==> src/rtl/bmdd_pkg.sv <==
package bmdd_pkg;

  // Width of one display word and its fields.
  localparam int unsigned WORD_W  = 29;
  localparam int unsigned SEG_W   = 7;
  localparam int unsigned BARS_W  = 5;
  localparam int unsigned IND_W   = 3;
  localparam int unsigned MV_W    = 16;
  localparam int unsigned STAT_W  = 8;
  localparam int unsigned PCT_W   = 7;
  localparam int unsigned DIGIT_W = 4;

  // Charge window in millivolts.
  localparam logic [14:0] VoltLowMv  = 15'd3000;
  localparam logic [14:0] VoltHighMv = 15'd3800;
  // Highest voltage that still rounds below one thousand tens.
  localparam logic [14:0] VoltSatMv  = 15'd9994;

  // Mode indicator codes.
  localparam logic [IND_W-1:0] IndVolt = 3'b011;
  localparam logic [IND_W-1:0] IndPct  = 3'b100;

  // Level bar patterns.
  localparam logic [BARS_W-1:0] Bars5 = 5'b11111;
  localparam logic [BARS_W-1:0] Bars4 = 5'b11110;
  localparam logic [BARS_W-1:0] Bars3 = 5'b11100;
  localparam logic [BARS_W-1:0] Bars2 = 5'b11000;
  localparam logic [BARS_W-1:0] Bars1 = 5'b10000;
  localparam logic [BARS_W-1:0] Bars0 = 5'b00000;

  // Seven-segment pattern of one decimal digit; a code above nine is blank.
  function automatic logic [SEG_W-1:0] seg_of(input logic [DIGIT_W-1:0] d);
    logic [SEG_W-1:0] s;
    case (d)
      4'd0:    s = 7'b0111111;
      4'd1:    s = 7'b0000011;
      4'd2:    s = 7'b1101101;
      4'd3:    s = 7'b1100111;
      4'd4:    s = 7'b1010011;
      4'd5:    s = 7'b1110110;
      4'd6:    s = 7'b1111110;
      4'd7:    s = 7'b0100011;
      4'd8:    s = 7'b1111111;
      4'd9:    s = 7'b1110111;
      default: s = '0;
    endcase
    return s;
  endfunction

  // Level bars for a charge percent.
  function automatic logic [BARS_W-1:0] bars_of(input logic [PCT_W-1:0] pct);
    logic [BARS_W-1:0] b;
    if (pct >= 7'd90) begin
      b = Bars5;
    end else if (pct >= 7'd70) begin
      b = Bars4;
    end else if (pct >= 7'd50) begin
      b = Bars3;
    end else if (pct >= 7'd30) begin
      b = Bars2;
    end else if (pct >= 7'd5) begin
      b = Bars1;
    end else begin
      b = Bars0;
    end
    return b;
  endfunction

endpackage

==> src/rtl/bmdd_encode.sv <==
module bmdd_encode (
  input  logic signed [bmdd_pkg::MV_W-1:0]   voltage_mv_i,
  input  logic        [bmdd_pkg::STAT_W-1:0] status_i,
  output logic        [bmdd_pkg::WORD_W-1:0] word_o,
  output logic                               error_o
);

  logic [14:0]                      mv;
  logic [14:0]                      mv_off;
  logic [bmdd_pkg::PCT_W-1:0]       pct;
  logic [bmdd_pkg::BARS_W-1:0]      bars;
  logic [13:0]                      x;
  logic [29:0]                      prod10;
  logic [26:0]                      prod100;
  logic [27:0]                      prod1000;
  logic [9:0]                       r;
  logic [6:0]                       r_tens_all;
  logic [3:0]                       r_hund;
  logic [9:0]                       r_ones_full;
  logic [6:0]                       r_tens_full;
  logic [14:0]                      pprod;
  logic [3:0]                       p_tens;
  logic [6:0]                       p_ones_full;
  logic [3*bmdd_pkg::SEG_W-1:0]     volt_segs;
  logic [3*bmdd_pkg::SEG_W-1:0]     pct_segs;

  assign error_o = voltage_mv_i[bmdd_pkg::MV_W-1];
  assign mv      = voltage_mv_i[14:0];

  // Charge percent: one step per eight millivolts inside the window.
  assign mv_off = mv - bmdd_pkg::VoltLowMv;
  always_comb begin
    if (mv > bmdd_pkg::VoltHighMv) begin
      pct = 7'd100;
    end else if (mv < bmdd_pkg::VoltLowMv) begin
      pct = '0;
    end else begin
      pct = mv_off[9:3];
    end
  end
  assign bars = bmdd_pkg::bars_of(pct);

  // Voltage digits: x = mv + 5 stays below 10000 when not saturated, so the
  // reciprocal products below give exact quotients by 10, 100 and 1000.
  assign x        = mv[13:0] + 14'd5;
  assign prod10   = 30'(x) * 30'd52429;
  assign prod100  = 27'(x) * 27'd5243;
  assign prod1000 = 28'(x) * 28'd8389;
  assign r          = prod10[28:19];
  assign r_tens_all = prod100[25:19];
  assign r_hund     = prod1000[26:23];
  assign r_ones_full = r - 10'(r_tens_all) * 10'd10;
  assign r_tens_full = r_tens_all - 7'(r_hund) * 7'd10;

  always_comb begin
    if (mv > bmdd_pkg::VoltSatMv) begin
      volt_segs = {bmdd_pkg::seg_of(4'd9), bmdd_pkg::seg_of(4'd9),
                   bmdd_pkg::seg_of(4'd9)};
    end else begin
      volt_segs = {bmdd_pkg::seg_of(r_hund), bmdd_pkg::seg_of(r_tens_full[3:0]),
                   bmdd_pkg::seg_of(r_ones_full[3:0])};
    end
  end

  // Percent digits with leading blanks.
  assign pprod       = 15'(pct) * 15'd205;
  assign p_tens      = pprod[14:11];
  assign p_ones_full = pct - 7'(p_tens) * 7'd10;

  always_comb begin
    if (pct >= 7'd100) begin
      pct_segs = {bmdd_pkg::seg_of(4'd1), bmdd_pkg::seg_of(4'd0),
                  bmdd_pkg::seg_of(4'd0)};
    end else if (pct < 7'd10) begin
      pct_segs = {{(2*bmdd_pkg::SEG_W){1'b0}}, bmdd_pkg::seg_of(pct[3:0])};
    end else begin
      pct_segs = {{bmdd_pkg::SEG_W{1'b0}}, bmdd_pkg::seg_of(p_tens),
                  bmdd_pkg::seg_of(p_ones_full[3:0])};
    end
  end

  // Assemble the display word.
  always_comb begin
    if (status_i == '0) begin
      word_o = {bars, bmdd_pkg::IndVolt, volt_segs};
    end else begin
      word_o = {bars, bmdd_pkg::IndPct, pct_segs};
    end
  end

endmodule

==> src/rtl/battery_meter_display_driver.sv <==
// A sample accepted into the input register moves on to the result register,
// where it is offered as a result (input register, then result register).
// One sample per cycle unless out_stall_i holds the result register; the
// encoder is a single combinational pass. Reset (rst_ni low, asynchronous)
// empties both registers and clears the held display word to zero.
module battery_meter_display_driver (
  input  logic                               clk_i,
  input  logic                               rst_ni,
  input  logic                               in_valid_i,
  output logic                               in_stall_o,
  input  logic signed [bmdd_pkg::MV_W-1:0]   voltage_mv_i,
  input  logic        [bmdd_pkg::STAT_W-1:0] status_i,
  output logic                               out_valid_o,
  input  logic                               out_stall_i,
  output logic        [bmdd_pkg::WORD_W-1:0] display_word_o,
  output logic                               sensor_error_o
);

  logic                               s1_valid_q;
  logic signed [bmdd_pkg::MV_W-1:0]   s1_mv_q;
  logic        [bmdd_pkg::STAT_W-1:0] s1_status_q;
  logic                               s2_valid_q;
  logic        [bmdd_pkg::WORD_W-1:0] s2_word_q;
  logic                               s2_error_q;
  logic        [bmdd_pkg::WORD_W-1:0] held_q;
  logic        [bmdd_pkg::WORD_W-1:0] held_d;
  logic        [bmdd_pkg::WORD_W-1:0] enc_word;
  logic                               enc_error;
  logic                               s2_free;
  logic                               s1_move;
  logic                               in_take;

  // Handshake: the result register frees when empty or taken downstream.
  assign s2_free    = !s2_valid_q || !out_stall_i;
  assign s1_move    = s1_valid_q && s2_free;
  assign in_stall_o = s1_valid_q && !s2_free;
  assign in_take    = in_valid_i && !in_stall_o;

  bmdd_encode u_encode (
    .voltage_mv_i (s1_mv_q),
    .status_i     (s1_status_q),
    .word_o       (enc_word),
    .error_o      (enc_error)
  );

  // A sensor error repeats the held word; otherwise the new word is held.
  assign held_d = enc_error ? held_q : enc_word;

  // Input register control.
  always_ff @(posedge clk_i or negedge rst_ni) begin
    if (!rst_ni) begin
      s1_valid_q <= 1'b0;
    end else if (in_take) begin
      s1_valid_q <= 1'b1;
    end else if (s1_move) begin
      s1_valid_q <= 1'b0;
    end
  end

  // Input register payload.
  always_ff @(posedge clk_i) begin
    if (in_take) begin
      s1_mv_q     <= voltage_mv_i;
      s1_status_q <= status_i;
    end
  end

  // Result register control and held display word.
  always_ff @(posedge clk_i or negedge rst_ni) begin
    if (!rst_ni) begin
      s2_valid_q <= 1'b0;
      held_q     <= '0;
    end else if (s2_free) begin
      s2_valid_q <= s1_valid_q;
      if (s1_valid_q) begin
        held_q <= held_d;
      end
    end
  end

  // Result register payload.
  always_ff @(posedge clk_i) begin
    if (s1_move) begin
      s2_word_q  <= held_d;
      s2_error_q <= enc_error;
    end
  end

  assign out_valid_o    = s2_valid_q;
  assign display_word_o = s2_word_q;
  assign sensor_error_o = s2_error_q;

`ifndef SYNTH
  // The word on offer always equals the held display word.
  a_word_is_held: assert property (@(posedge clk_i) disable iff (!rst_ni)
    out_valid_o |-> display_word_o == held_q)
    else $error("offered display word differs from held word");

  // The held word changes only when a transaction enters the result register.
  a_held_stable: assert property (@(posedge clk_i) disable iff (!rst_ni)
    !s1_move |=> $stable(held_q))
    else $error("held word changed without a transaction");

  // A good sample shows one of the two mode indicators.
  a_indicator: assert property (@(posedge clk_i) disable iff (!rst_ni)
    (out_valid_o && !sensor_error_o) |->
      (display_word_o[23:21] == bmdd_pkg::IndVolt ||
       display_word_o[23:21] == bmdd_pkg::IndPct))
    else $error("bad mode indicator");

  // A stalled sample stays in the input register unchanged.
  a_s1_hold: assert property (@(posedge clk_i) disable iff (!rst_ni)
    (s1_valid_q && !s2_free) |=>
      (s1_valid_q && $stable(s1_mv_q) && $stable(s1_status_q)))
    else $error("input register lost a stalled sample");
`endif

endmodule
==> config.mk <==
export PLATFORM = sky130hd
export DESIGN_NAME = battery_meter_display_driver
export DESIGN_NICKNAME = d
export VERILOG_FILES = /design/src/rtl/bmdd_pkg.sv /design/src/rtl/bmdd_encode.sv /design/src/rtl/battery_meter_display_driver.sv
export SDC_FILE = /design/constraint.sdc
export NUM_CORES = 1
export LEC_CHECK = 0
export BUFFER_PORTS_ARGS = -buffer_cell sky130_fd_sc_hd__clkbuf_2
export CELL_PAD_IN_SITES_DETAIL_PLACEMENT = 1
export CELL_PAD_IN_SITES_GLOBAL_PLACEMENT = 2
export CORE_UTILIZATION = 45
export CTS_CLUSTER_DIAMETER = 120
export DETAILED_ROUTE_END_ITERATION = 7
export HOLD_SLACK_MARGIN = 0.03
export MAX_ROUTING_LAYER = met4
export PLACE_DENSITY = 0.93
export SYNTH_ARGS = -nofsm -noshare
export SYNTH_HDL_FRONTEND = slang
export SYNTH_SLANG_ARGS = --single-unit
==> constraint.sdc <==
create_clock -name clk_i -period 21.6 [get_ports clk_i]
set_clock_uncertainty 0.1 [all_clocks]
set_input_delay 4.32 -clock clk_i [delete_from_list [all_inputs] [get_ports clk_i]]
set_output_delay 4.32 -clock clk_i [all_outputs]
set_load 0.02 [all_outputs]
# Yosys cells after proc, flatten, opt, wreduce, memory -nomap -nowiden
# Memories as Yosys holds them, arrays and structs flattened.
# Cells that the tools add are included.
# word_totals
register_bits	85
latch_bits	0
mem_bits_rw	0
mem_bits_ro	672
in_bits	28
out_inout_bits	32
elab_cells	60
mem_count	6
# classes
addsub	5
mul	7
n_div	0
n_lt_le_gt_ge	10
eq_ne	0
shifts	0
muxes	14
bitwise	0
reduce_logical	11
# memory_table
memory	words	width	rd	rd_ports_with_merged_regs	wr	line	rtl
(name not given)	16	7	1	0	0	bmdd_pkg.sv:34	case (d)
(name not given)	16	7	1	0	0	bmdd_pkg.sv:34	
(name not given)	16	7	1	0	0	bmdd_pkg.sv:34	
(name not given)	16	7	1	0	0	bmdd_pkg.sv:34	
(name not given)	16	7	1	0	0	bmdd_pkg.sv:34	
(name not given)	16	7	1	0	0	bmdd_pkg.sv:34	
# ops
op	n
2-to-1 mux 21 bit	2
2-to-1 mux 29 bit	1
multiplier 14 x 14 -> 27 bit, second input constant	1
multiplier 14 x 13 -> 26 bit, second input constant	1
2-to-1 mux 5 bit	5
2-to-1 mux 24 bit	1
multiplier 14 x 16 -> 23 bit, second input constant	1
>= comparator 7 bit, second input constant	3
greater-than comparator 15 x 12 -> 1 bit, second input constant	1
greater-than comparator 15 x 14 -> 1 bit, second input constant	1
< comparator 15 x 12 -> 1 bit, second input constant	1
multiplier 7 x 8 -> 15 bit, second input constant	1
adder 14 x 3 -> 14 bit, second input constant	1
2-to-1 mux 14 bit	1
2-to-1 mux 7 bit	2
subtractor 4 bit	3
subtractor 10 bit, second input constant	1
logical NOT 8 bit	1
multiplier 4 x 3 -> 3 bit, second input constant	2
>= comparator 7 x 3 -> 1 bit, second input constant	1
>= comparator 7 x 5 -> 1 bit, second input constant	1
>= comparator 7 x 6 -> 1 bit, second input constant	1
< comparator 7 x 4 -> 1 bit, second input constant	1
multiplier 7 x 3 -> 3 bit, second input constant	1
6 further kinds	12

# Depth between registers and ports, before layout
# An unclocked memory read counts as a cell.
# depth
word_depth	11
mapped_depth	39
ltp_nobuf	38

# Hierarchy
# A second synthesis with hierarchy kept.
# hier_totals
hier_cells	1434
hier_area_um2	14468.9
# modules_own_cells
module	n_inst	cells_each	area_per_inst_um2	seq_area_each_um2
bmdd_encode	1	1277	11292.1	0.0
battery_meter_display_driver	1	157	3176.8	2397.3

# Least setup slack after synthesis
# Ideal clock, no wire load.
# synth_path
path_kind	register to register
startpoint	register s1_mv_q[0] (netlist name)
endpoint	register s2_word_q, in the netlist display_word_o[6], data pin
setup_time_ns	0.257
arrival_time_ns	8.944
t_required_ns	21.243
path_slack_ns	12.299
path_stages_with_launch	34
n_path_buf	1
period_less_slack_ns	9.301
cell_sequence	edfxtp_1 -> ha_1 -> o2111ai_1 -> nor4_1 -> xor2_1 -> ha_1 -> fa_1 -> inv_1 -> fa_1 -> fa_1 -> inv_1 -> fa_1 -> inv_1 -> fa_1 -> inv_1 -> ha_1 -> a21o_1 -> a21o_1 -> a221oi_1 -> o21ai_0 -> a21o_1 -> xnor2_1 -> ha_1 -> fa_1 -> xnor2_1 -> xnor2_1 -> xnor2_1 -> xnor2_1 -> xnor3_1 -> clkbuf_1 -> a31oi_1 -> o211ai_1 -> a22oi_1 -> nand2_1
# synth_between
elab_chain_len	11
elab_cells_between_ends	24
classes_between	4 x add/sub; 5 x mul; 5 x order compare; 7 x mux; 3 x memory
# synth_lines
item	line	rtl
start: declaration	battery_meter_display_driver.sv:20	logic signed [bmdd_pkg::MV_W-1:0] s1_mv_q;
start signal: assignment	battery_meter_display_driver.sv:63	s1_mv_q <= voltage_mv_i;
parallel branches: the longest is 9 deep, another holds multiplier 14 x 13 -> 26 bit	n/a	
2-to-1 mux 24 bit (*)	bmdd_encode.sv:84	if (status_i == '0) begin
2-to-1 mux 29 bit (*)	battery_meter_display_driver.sv:47	assign held_d = enc_error ? held_q : enc_word;
via held_d, one bit	battery_meter_display_driver.sv:26	logic [bmdd_pkg::WORD_W-1:0] held_d;
end signal: assignment	battery_meter_display_driver.sv:84	s2_word_q <= held_d;
end: declaration	battery_meter_display_driver.sv:23	logic [bmdd_pkg::WORD_W-1:0] s2_word_q;
# Mark *: on every way through the listed nets, which the timed path passes.
# A chain may end at the register's enable or synchronous reset.

# Worst setup path after layout
# layout_path
startpoint	register s1_mv_q[3] (netlist name)
endpoint	register held_q[5] (netlist name)
# layout_between
elab_chain_len	11
elab_cells_between_ends	24
classes_between	4 x add/sub; 5 x mul; 5 x order compare; 7 x mux; 3 x memory
# layout_lines
item	line	rtl
parallel branches: the longest is 9 deep, another holds multiplier 14 x 13 -> 26 bit	n/a	
2-to-1 mux 24 bit (*)	bmdd_encode.sv:84	
2-to-1 mux 29 bit (*)	battery_meter_display_driver.sv:47	
via held_d, one bit	battery_meter_display_driver.sv:26	
end signal: assignment	battery_meter_display_driver.sv:76	held_q <= held_d;
end: declaration	battery_meter_display_driver.sv:25	logic [bmdd_pkg::WORD_W-1:0] held_q;
# Marked as above.

==> flow_results.xml <==
<?xml version="1.0" encoding="UTF-8"?>
<metrics>
  <group name="outcome">
    <metric name="run_status" unit="">finished clean</metric>
  </group>
  <group name="cts">
    <metric name="cts.root.buffer_cell" unit="">sky130_fd_sc_hd__clkbuf_16</metric>
    <metric name="setup_bufs_post_cts" unit="">0</metric>
    <metric name="path_clk_slew" unit="ns">0.07</metric>
    <metric name="cts-hold-fix-buffers" unit="">0</metric>
    <metric name="clock_tree.htree_level_count" unit="">3</metric>
    <metric name="cts_tree" unit="">built</metric>
    <metric name="cts_inserted_buffers" unit="">9</metric>
    <metric name="insertion_delay" unit="ns">0.36</metric>
    <metric name="cts.path.max_buffers" unit="">2</metric>
    <metric name="post_cts.resized_instances" unit="">0</metric>
    <metric name="clock_sinks" unit="">85</metric>
  </group>
  <group name="layout">
    <metric name="num-nets-final" unit="">2085</metric>
    <metric name="postLayoutCoreUtil" unit="">0.494</metric>
    <metric name="total_non_filler_cell_area_in_the_finished_layout" unit="µm²">15700</metric>
    <metric name="num_antenna_cells" unit="">0</metric>
    <metric name="area_delta_synth_final" unit="%">7.55</metric>
    <metric name="fillers" unit="">3720</metric>
    <metric name="final_layout_size_suffix_gt1_frac" unit="">0.0720</metric>
  </group>
  <group name="yosys">
    <metric name="post_synth_most_frequent_cells" unit="">sky130_fd_sc_hd__inv_1 (357), sky130_fd_sc_hd__ha_1 (311), sky130_fd_sc_hd__fa_1 (141)</metric>
    <metric name="post_synth_mux_area_share" unit="">0.0167</metric>
    <metric name="netlist_instances" unit="">1548</metric>
    <metric name="ys.flop_type" unit="">sky130_fd_sc_hd__edfxtp_1</metric>
    <metric name="xor_xnor_share_of_the_synthesized_area" unit="">0.0332</metric>
    <metric name="postSynth.asyncResetShare" unit="">0.365</metric>
    <metric name="synth.top_cell.area_share" unit="">0.267</metric>
    <metric name="post_synthesis_share_of_cell_area_spent_on_full_adders_half_adders_and_majority_gates" unit="">0.461</metric>
    <metric name="synth_top_family_by_area" unit="">adder cells</metric>
    <metric name="number_of_register_bits_inferred_by_synthesis" unit="">85</metric>
    <metric name="synthDominantAreaCellType" unit="">sky130_fd_sc_hd__ha_1</metric>
    <metric name="synth_fp_nets" unit="">2028</metric>
    <metric name="syn_area" unit="µm²">14600</metric>
    <metric name="synth.most_common_cell" unit="">sky130_fd_sc_hd__inv_1</metric>
    <metric name="synthTopCellsByArea" unit="">sky130_fd_sc_hd__ha_1 (27%), sky130_fd_sc_hd__fa_1 (19%), sky130_fd_sc_hd__edfxtp_1 (11%)</metric>
    <metric name="post_synth_num_cell_types" unit="">80</metric>
    <metric name="complex_gate_fraction_of_the_synthesized_area" unit="">0.134</metric>
    <metric name="ys_seq_area_frac" unit="">0.165</metric>
    <metric name="synthSimpleGateAreaFrac" unit="">0.0900</metric>
    <metric name="synth-edff-count" unit="">54</metric>
    <metric name="avgSynthCellArea" unit="µm²">9.41</metric>
    <metric name="ys.warnings.count" unit="">0</metric>
  </group>
  <group name="global_routing">
    <metric name="global_route.usage.total" unit="">0.263</metric>
    <metric name="grt_pass1_wl" unit="mm">66.2</metric>
    <metric name="gr-total-overflow" unit="">0</metric>
    <metric name="grt_antenna_before_repair" unit="">0</metric>
    <metric name="first_global_vias" unit="">12448</metric>
    <metric name="grt_max_degree" unit="">50</metric>
  </group>
  <group name="min_path">
    <metric name="worstHoldPathType" unit="">flip-flop to flip-flop</metric>
  </group>
  <group name="drt">
    <metric name="drt_first_iter_violations" unit="">488</metric>
    <metric name="ant_nets" unit="">0</metric>
    <metric name="avgRoutedWirePerCell" unit="µm">20.1</metric>
    <metric name="routed_via_density" unit="">5.56</metric>
    <metric name="dr_total_vias" unit="">11186</metric>
    <metric name="dr.pass1.iters" unit="">5</metric>
    <metric name="drc" unit="">0</metric>
    <metric name="routed_wirelength" unit="mm">40.4</metric>
  </group>
  <group name="critical_path">
    <metric name="timing.critical_path.fanout_max" unit="">13</metric>
    <metric name="critPathMaxStageDelay" unit="ns">0.63</metric>
    <metric name="worstSetupStartpoint" unit="">s1_mv_q[3]$_DFFE_PP_</metric>
    <metric name="worst-endpoint-required" unit="ns">21.75</metric>
    <metric name="timing.reg2reg.worst_path_depth" unit="">35</metric>
    <metric name="critPathMostFrequentCell" unit="">sky130_fd_sc_hd__fa_1</metric>
    <metric name="regToRegSetupSlack" unit="ns">11.22</metric>
    <metric name="critical_path.endpoint_type" unit="">flip-flop</metric>
    <metric name="critical_path_start_type" unit="">flip-flop</metric>
    <metric name="critical_path_arrival" unit="ns">10.53</metric>
    <metric name="setup.worst_path.end" unit="">held_q[5]$_DFFE_PN0P_</metric>
    <metric name="cp_slowest_cell" unit="">sky130_fd_sc_hd__edfxtp_1</metric>
    <metric name="timing.rr.start" unit="">s1_mv_q[3]$_DFFE_PP_</metric>
    <metric name="worstSetupPathType" unit="">flip-flop to flip-flop</metric>
    <metric name="endpoint_of_the_worst_register_to_register_path" unit="">held_q[5]$_DFFE_PN0P_</metric>
  </group>
  <group name="run">
    <metric name="max_cap_viol_count" unit="">0</metric>
  </group>
  <group name="sta">
    <metric name="rsz_0062_raised_after_global_routing" unit="">no</metric>
    <metric name="timing.final.hold_violations" unit="">0</metric>
    <metric name="worst-slew-pin-transition" unit="ns">1.16</metric>
    <metric name="layout_min_cycle_time" unit="ns">10.38</metric>
    <metric name="slew_headroom" unit="">0.223</metric>
    <metric name="timing_max_transition_violations_final" unit="">0</metric>
    <metric name="max_freq" unit="MHz">96.3</metric>
    <metric name="sum_of_negative_setup_slack" unit="ns">0</metric>
    <metric name="finalCritPeriodShare" unit="">0.481</metric>
    <metric name="finalSetupViolations" unit="">0</metric>
  </group>
  <group name="placement">
    <metric name="placement.cell_area" unit="µm²">15400</metric>
    <metric name="place.gp.congestion" unit="">0.890</metric>
    <metric name="place.port_buffers" unit="">59</metric>
    <metric name="detailed_place_hpwl" unit="mm">34.4</metric>
  </group>
  <group name="die">
    <metric name="core.rowCount" unit="">65</metric>
    <metric name="initial_core_util" unit="">0.459</metric>
    <metric name="die-area" unit="µm²">33100</metric>
    <metric name="io_pins" unit="">60</metric>
    <metric name="floorplan.die.width" unit="µm">182</metric>
    <metric name="coreArea" unit="µm²">31700</metric>
    <metric name="die_span_y" unit="µm">182</metric>
  </group>
</metrics>
==> per-layer routing <==
metal  up-vias  share of wire  global-route usage
met5         -              0                   -
met4         0          0.029              0.0824
met3        66          0.022              0.0197
met2       182           0.51               0.473
met1      5600           0.44               0.311
li1       5338              -                   -
==> placed cells by master, fill, tap and decap left out, types with 8 or more instances in the layout <==
master,instances
sky130_fd_sc_hd__a31oi_1,15
sky130_fd_sc_hd__fa_1,141
sky130_fd_sc_hd__o2111ai_1,8
sky130_fd_sc_hd__nor2_1,49
sky130_fd_sc_hd__xor2_1,19
sky130_fd_sc_hd__nand4_1,13
sky130_fd_sc_hd__o21ai_0,34
sky130_fd_sc_hd__nor2b_1,10
sky130_fd_sc_hd__edfxtp_1,54
sky130_fd_sc_hd__buf_4,13
sky130_fd_sc_hd__nor3_1,23
sky130_fd_sc_hd__mux2_2,9
sky130_fd_sc_hd__o31ai_1,13
sky130_fd_sc_hd__a21oi_1,68
sky130_fd_sc_hd__a211oi_1,13
sky130_fd_sc_hd__or3_1,9
sky130_fd_sc_hd__and2_1,8
sky130_fd_sc_hd__o21a_1,12
sky130_fd_sc_hd__a21o_1,20
sky130_fd_sc_hd__o21bai_1,8
sky130_fd_sc_hd__o211ai_1,17
sky130_fd_sc_hd__nand2_1,85
sky130_fd_sc_hd__clkbuf_2,59
sky130_fd_sc_hd__clkbuf_16,9
sky130_fd_sc_hd__ha_1,311
sky130_fd_sc_hd__mux2i_1,10
sky130_fd_sc_hd__nand3_1,26
sky130_fd_sc_hd__xnor2_1,30
sky130_fd_sc_hd__o21ai_1,13
sky130_fd_sc_hd__dfrtp_1,31
sky130_fd_sc_hd__inv_1,357
sky130_fd_sc_hd__nand2b_1,8
==> final cells by class <==
cell class | count | area (µm²) | area share
Sequential cell | 85 | 2400 | 0.153
Clock buffer | 9 | 225 | 0.0144
Clock inverter | 7 | 91.3 | 0.00583
Timing Repair Buffer | 72 | 393 | 0.0251
Inverter | 360 | 1350 | 0.0862
Multi-Input combinational cell | 1077 | 10700 | 0.683
Tap cell | 402 | 503 | 0.0321
==> flip-flops by register name, indices dropped and copies added, names as in the netlist <==
register / count
sensor_error_o: 1
held_q: 29
out_valid_o: 1
s1_mv_q: 16
s1_valid_q: 1
display_word_o: 29
s1_status_q: 8
==> worst min-delay path by stage <==
stage	from	endpoint	slack (ns)	cells past startpoint
floorplan	held_q[2]$_DFFE_PN0P_	held_q[2]$_DFFE_PN0P_	0.35	2
global placement	held_q[17]$_DFFE_PN0P_	held_q[17]$_DFFE_PN0P_	0.36	2
detailed placement	held_q[14]$_DFFE_PN0P_	held_q[14]$_DFFE_PN0P_	0.37	2
CTS	held_q[14]$_DFFE_PN0P_	held_q[14]$_DFFE_PN0P_	0.39	2
global route	held_q[2]$_DFFE_PN0P_	held_q[2]$_DFFE_PN0P_	0.42	2
finish	held_q[14]$_DFFE_PN0P_	held_q[14]$_DFFE_PN0P_	0.39	2
==> through the flow <==
stage	instances	worst slack, ns	hold slack [ns]
floorplan	1548	12.30	0.349
global placement	1996	11.56	0.363
detailed placement	1996	11.24	0.374
CTS	2012	11.20	0.390
global route	2012	10.67	0.418
finish	2012	11.22	0.390
==> worst max-delay path, delay by kind of cell (launching register included) <==
| family | cells | cell delay [ns] |
|---|---|---|
| adders and majority gates | 10 | 4.26 |
| xor gates and xnor gates | 7 | 2.01 |
| AOI/OAI and AO/OA | 7 | 1.39 |
| and+or+nand+nor | 4 | 0.70 |
| DFF | 1 | 0.63 |
| buffers and inverters | 5 | 0.62 |
| muxes | 2 | 0.54 |
==> kinds of logic after synthesis <==
| group | after synthesis |
|---|---|
| xor gates and xnor gates | 52 |
| muxes | 22 |
| adders and majority gates | 452 |
| and+or+nand+nor | 265 |
| buffers and inverters | 386 |
| AOI/OAI and AO/OA | 286 |
| DFF | 85 |
Power is not shown: default switching activity piles up to over one toggle a cycle in this logic, so the estimate is an artifact.
